### config.mk
export PLATFORM = sky130hd
export DESIGN_NAME = esc_fine
export DESIGN_NICKNAME = d
export VERILOG_FILES = /design/src/sv/esc_pkg.sv /design/src/sv/esc_fine.sv
export SDC_FILE = /design/constraint.sdc
export NUM_CORES = 2
export LEC_CHECK = 0
export BUFFER_PORTS_ARGS = -buffer_cell sky130_fd_sc_hd__buf_2
export CORE_ASPECT_RATIO = 0.9
export CORE_MARGIN = 2
export CORE_UTILIZATION = 54
export CTS_BUF_LIST = sky130_fd_sc_hd__clkbuf_8
export DETAILED_ROUTE_END_ITERATION = 8
export PLACE_DENSITY = 0.71
export RECOVER_POWER = 25
export SLEW_MARGIN = 20
export SYNTH_ARGS = -nofsm -noshare
export SYNTH_HDL_FRONTEND = slang
export SYNTH_SLANG_ARGS = --single-unit
export TNS_END_PERCENT = 20
### constraint.sdc
create_clock -name clk -period 9.8 [get_ports clk]
set_input_delay 2.94 -clock clk [delete_from_list [all_inputs] [get_ports clk]]
set_output_delay 2.94 -clock clk [all_outputs]
set_load 0.02 [all_outputs]
### src/sv/esc_pkg.sv
package esc_pkg;

  // Configuration port
  localparam int unsigned REG_W = 64;
  localparam int unsigned IDX_W = 3;

  typedef enum logic [IDX_W-1:0] {
    REG_TEMP_CALIB       = 3'd0,
    REG_PRESS_CALIB_LO   = 3'd1,
    REG_PRESS_CALIB_HI   = 3'd2,
    REG_PRESS_CALIB_LAST = 3'd3,
    REG_HUM_CALIB        = 3'd4
  } reg_index_t;

  // Fine temperature term, 1/5120 degC
  localparam int unsigned TF_W = 23;

  // Pressure divider geometry
  localparam int unsigned DIV_QB = 37;
  localparam int unsigned DIV_DW = 40;
  localparam int unsigned DIV_NW = 76;
  localparam logic [DIV_QB-1:0] DIV_QUOT_LIMIT = DIV_QB'(1) << (DIV_QB - 1);

  // Pipeline depths
  localparam int unsigned PRE_LAT   = 8;
  localparam int unsigned DIV_LAT   = DIV_QB + 2;
  localparam int unsigned POST_LAT  = 4;
  localparam int unsigned PRESS_LAT = PRE_LAT + DIV_LAT + POST_LAT;
  localparam int unsigned HUM_LAT   = 9;

  localparam logic [24:0] PRESS_MAX = 25'd33554431;
  localparam logic [28:0] HUM_MAX   = 29'd419430400;

  typedef struct packed {
    logic [19:0] raw_temperature;
    logic [19:0] raw_pressure;
    logic [15:0] raw_humidity;
  } sample_t;

  typedef struct packed {
    logic signed [15:0] temperature_centi;
    logic        [24:0] pressure_q24_8;
    logic               pressure_valid;
    logic        [16:0] humidity_q22_10;
  } result_t;

  typedef struct packed {
    logic        [15:0] t1;
    logic signed [15:0] t2;
    logic signed [15:0] t3;
  } temp_coef_t;

  typedef struct packed {
    logic        [15:0] p1;
    logic signed [15:0] p2;
    logic signed [15:0] p3;
    logic signed [15:0] p4;
    logic signed [15:0] p5;
    logic signed [15:0] p6;
    logic signed [15:0] p7;
    logic signed [15:0] p8;
    logic signed [15:0] p9;
  } press_coef_t;

  typedef struct packed {
    logic        [7:0]  h1;
    logic signed [15:0] h2;
    logic        [7:0]  h3;
    logic signed [11:0] h4;
    logic signed [11:0] h5;
    logic signed [7:0]  h6;
  } hum_coef_t;

  // Side info that rides along the divider
  typedef struct packed {
    logic sign;
    logic ok;
  } div_meta_t;

endpackage

### src/sv/esc_fine.sv
module esc_fine (
  input  logic                             clk,
  input  logic                             rst,
  input  logic                             in_vld,
  input  esc_pkg::sample_t                 sample,
  input  esc_pkg::temp_coef_t              coef,
  output logic                             out_vld,
  output logic signed [esc_pkg::TF_W-1:0]  tf,
  output logic signed [15:0]               temperature,
  output logic        [19:0]               raw_pressure,
  output logic        [15:0]               raw_humidity
);

  logic               v1, v2, v3, v4;
  logic signed [17:0] s1_a;
  logic signed [16:0] s1_d;
  logic        [19:0] s1_p, s2_p, s3_p, s4_p;
  logic        [15:0] s1_h, s2_h, s3_h, s4_h;
  logic signed [33:0] s2_m1, s2_dd;
  logic signed [22:0] s3_v1;
  logic signed [37:0] s3_m2;
  logic signed [esc_pkg::TF_W-1:0] s4_tf;

  logic signed [17:0] a_c;
  logic signed [16:0] d_c;
  logic signed [33:0] m1_c, dd_c;
  logic signed [37:0] m2_c;
  logic signed [24:0] tf_c;
  logic signed [26:0] t5_c;
  logic signed [18:0] ts_c;
  logic signed [15:0] tsat_c;

  always_comb begin
    a_c  = $signed({1'b0, sample.raw_temperature[19:3]}) - $signed({1'b0, coef.t1, 1'b0});
    d_c  = $signed({1'b0, sample.raw_temperature[19:4]}) - $signed({1'b0, coef.t1});
    m1_c = s1_a * coef.t2;
    dd_c = s1_d * s1_d;
    m2_c = $signed(s2_dd[33:12]) * coef.t3;
    tf_c = 25'(s3_v1) + 25'($signed(s3_m2[37:14]));
    t5_c = 27'(s4_tf) * 27'sd5 + 27'sd128;
    ts_c = $signed(t5_c[26:8]);
    if (ts_c > 19'sd32767) begin
      tsat_c = 16'sh7FFF;
    end else if (ts_c < -19'sd32768) begin
      tsat_c = 16'sh8000;
    end else begin
      tsat_c = ts_c[15:0];
    end
  end

  always_ff @(posedge clk) begin
    if (rst) begin
      v1      <= 1'b0;
      v2      <= 1'b0;
      v3      <= 1'b0;
      v4      <= 1'b0;
      out_vld <= 1'b0;
    end else begin
      v1      <= in_vld;
      v2      <= v1;
      v3      <= v2;
      v4      <= v3;
      out_vld <= v4;
    end
  end

  always_ff @(posedge clk) begin
    s1_a <= a_c;
    s1_d <= d_c;
    s1_p <= sample.raw_pressure;
    s1_h <= sample.raw_humidity;
    s2_m1 <= m1_c;
    s2_dd <= dd_c;
    s2_p  <= s1_p;
    s2_h  <= s1_h;
    s3_v1 <= $signed(s2_m1[33:11]);
    s3_m2 <= m2_c;
    s3_p  <= s2_p;
    s3_h  <= s2_h;
    s4_tf <= tf_c[esc_pkg::TF_W-1:0];
    s4_p  <= s3_p;
    s4_h  <= s3_h;
    tf           <= s4_tf;
    temperature  <= tsat_c;
    raw_pressure <= s4_p;
    raw_humidity <= s4_h;
  end

endmodule

==> out/metrics.yaml <==
synth:
  yosys_most_used_dff: "dfxtp_1"
  synth_nets: 5592
  synth-simple-area-share_pct: 11.59
  syn_inst: 4234
  yosysSeqAreaShare_pct: 17.04
  async_flop_share_pct: 0
  ys_ff_latch: 356
  muxShareOfSynthArea_pct: 0
  synthAdderAreaFrac_pct: 53.69
  synth_area_sq_um: 41820
  yosysTopAreaCell: "fa_1"
  syn_area_per_cell_sq_um: 9.878
  synth_xor_area_share_pct: 2.806
  synth-edff-count: 0
  synth_top_area_share_pct: 43.37
  synth_commonest_cells: "1,104 x inv_1, 906 x fa_1, 488 x nand2_1"
  ys_types: 64
  synth_top_family_by_area: "adder cells"
  synth_compound_area_share_pct: 3.737
  post-synth-top-count-cell: "inv_1"
  synth_area_leaders: "fa_1 43%, dfxtp_1 17%, ha_1 10%"
  yosysWarnings: 0
routing:
  vias_per_cell: 4.978
  vias: 27220
  ant_nets: 0
  wl_per_cell_microns: 15.40
  post-route-drc-count: 0
  wl_microns: 84230
  drtIter0Drc: 1228
  dr.pass1.iters: 5
grt:
  grt_pass1_vias: 29700
  track_usage_pct: 22.73
  grt_max_degree: 36
  overflow: 0
  antenna_found_initial: 5
  grt_pass1_wl_microns: 145600
timing:
  finalSetupTns_ns: 0
  worst_slew_pin_slew_ns: 0.9257
  finalSetupViolations: 0
  period_share_pct: 90.15
  rsz0062_at_grt: "false"
  fin_skew_ns: 0.04007
  min_period_ns: 8.834
  slew_headroom_pct: 38.21
  drv_slew: 0
  max_freq_mhz: 113.2
  hold_viol_final: 0
floorplan:
  die_area_sq_um: 79690
  die_h_microns: 268.0
  initial_utilization_pct: 54.66
  core_area_sq_um: 76510
  ios: 183
  rows: 96
  die_x_microns: 297.4
worst_setup_path:
  criticalPathCategory: "input port to flop"
  slowest_delay_ns: 0.55
  cp_data_required_time_ns: 10.36
  start_kind: "input port"
  critPathLaunch: "coef[17]"
  path_max_fanout: 18
  r2r-end: "s2_dd[33]"
  crit_path_frequent_cell: "fa_1"
  crit_arrival_ns: 9.39
  crit_slowest_cell: "fa_1"
  worstReg2RegStart: "s1_d[4]"
  cp-endpoint: "s2_m1[33]"
  rr_worst_depth: 22
  rrSetupSlack_ns: 2.41
  end_kind: "flop"
hold_path:
  hold_class: "flop to flop"
  worstHoldStart: "s3_h[10]"
cts:
  htree_levels: 2
  max-clock-path-buffers: 3
  cts_buffers: 57
  ctsHoldBuffers: 0
  clock_latency_ns: 0.68
  cts_sinks: 356
  cts.repair.resized: 0
  post_cts_buffers: 0
  clk_pin_slew_ns: 0.06
  cts_tree: "built"
  cts_root_buf: "clkbuf_8"
cells_and_area:
  synthToLayoutAreaGrowth_pct: 8.146
  num-nets-final: 5750
  drive_above_1_share_pct: 7.661
  nFillCells: 6611
placed_design:
  place.detailed.hpwl_microns: 68840
  place_congestion: 0.8480
  io_buffer_count: 179
status:
  status: "complete, no violations"
run:
  maxCapViolations: 0
[flip-flops by register name, summed over array words and instances (netlist names), 22 cells and up]
register	count
s4_tf	23
s3_m2	23
s3_v1	23
tf	23
s2_m1	23
s2_dd	22
[worst min-delay path by stage]
stage / slack, ns / end / cells after the start
finish: 0.30 / s4_h[10] / 0
global route: 0.32 / s4_h[10] / 0
CTS: 0.31 / s4_h[10] / 0
detailed placement: 0.31 / raw_pressure[16] / 0
global placement: 0.31 / s2_p[19] / 0
floorplan: 0.31 / raw_humidity[0] / 0
[logic make-up (layout without fill, tap and decap cells)]
group	after synthesis	in the layout
adder cells (fa/ha/maj)	1251	1251
buffers and inverters	1237	1441
AND/OR/NAND/NOR	1019	1019
flip-flops	356	356
AO/OA/AOI/OAI	237	237
XOR/XNOR	134	134
other	0	1
[routing by layer]
layer	global-route usage, %	vias to the layer above	wire length (microns)
met2	39.25	705	41040
met3	2.967	105	4991
met4	5.556	0	1704
met5	0	-	0
met1	30.68	13770	36500
li1	-	12640	-
[layout make-up]
cell class / count / area (sq um) / share of cell area, %
Sequential cell: 356 / 7132 / 15.77
Tap cell: 1029 / 1287 / 2.847
Inverter: 1105 / 4148 / 9.170
Antenna cell: 1 / 2.502 / 0.005533
Timing Repair Buffer: 231 / 1286 / 2.844
Multi-Input combinational cell: 2641 / 30040 / 66.41
Clock buffer: 68 / 935.9 / 2.069
Clock inverter: 37 / 400.4 / 0.8852
[per-stage QoR]
step	instances	worst slack [ns]	hold WS, ns	area, sq um	util, %
after floorplan	4234	0.7200	0.3096	41820	-
after global placement	5362	0.4142	0.3096	43890	57.36
after detailed placement	5362	0.3672	0.3121	43890	57.36
after CTS	5467	1.109	0.3117	45230	59.11
after global routing	5468	0.6912	0.3152	45230	59.11
final	5468	0.9656	0.2979	45230	59.11
[cells in the final DEF (no fill, tap or decap), types with 18 or more instances in the layout]
| master | netlist | final |
|---|---|---|
| and2_1 | 284 | 284 |
| nor3_1 | 29 | 29 |
| nand2b_1 | 22 | 22 |
| xnor2_1 | 106 | 106 |
| clkbuf_8 | 0 | 68 |
| nand2_1 | 488 | 488 |
| xor2_1 | 28 | 28 |
| nor2_1 | 115 | 115 |
| inv_1 | 1104 | 1116 |
| dfxtp_1 | 356 | 352 |
| a21oi_1 | 65 | 65 |
| o21ai_0 | 37 | 37 |
| ha_1 | 345 | 345 |
| nor2b_1 | 24 | 24 |
| buf_2 | 0 | 179 |
| o21a_1 | 27 | 27 |
| nand3_1 | 18 | 18 |
| fa_1 | 906 | 906 |
| a21o_1 | 36 | 36 |
| buf_4 | 1 | 52 |
[worst max-delay path, delay by kind of cell]
kind	cells	cell delay, ns
compound gates	8	1.72
simple gates	2	0.42
fa+ha+maj	7	3.37
buf+inv	7	0.80
xor+xnor	1	0.13
Power is not shown: default switching activity piles up to over one toggle a cycle in this logic, so the estimate is an artifact.
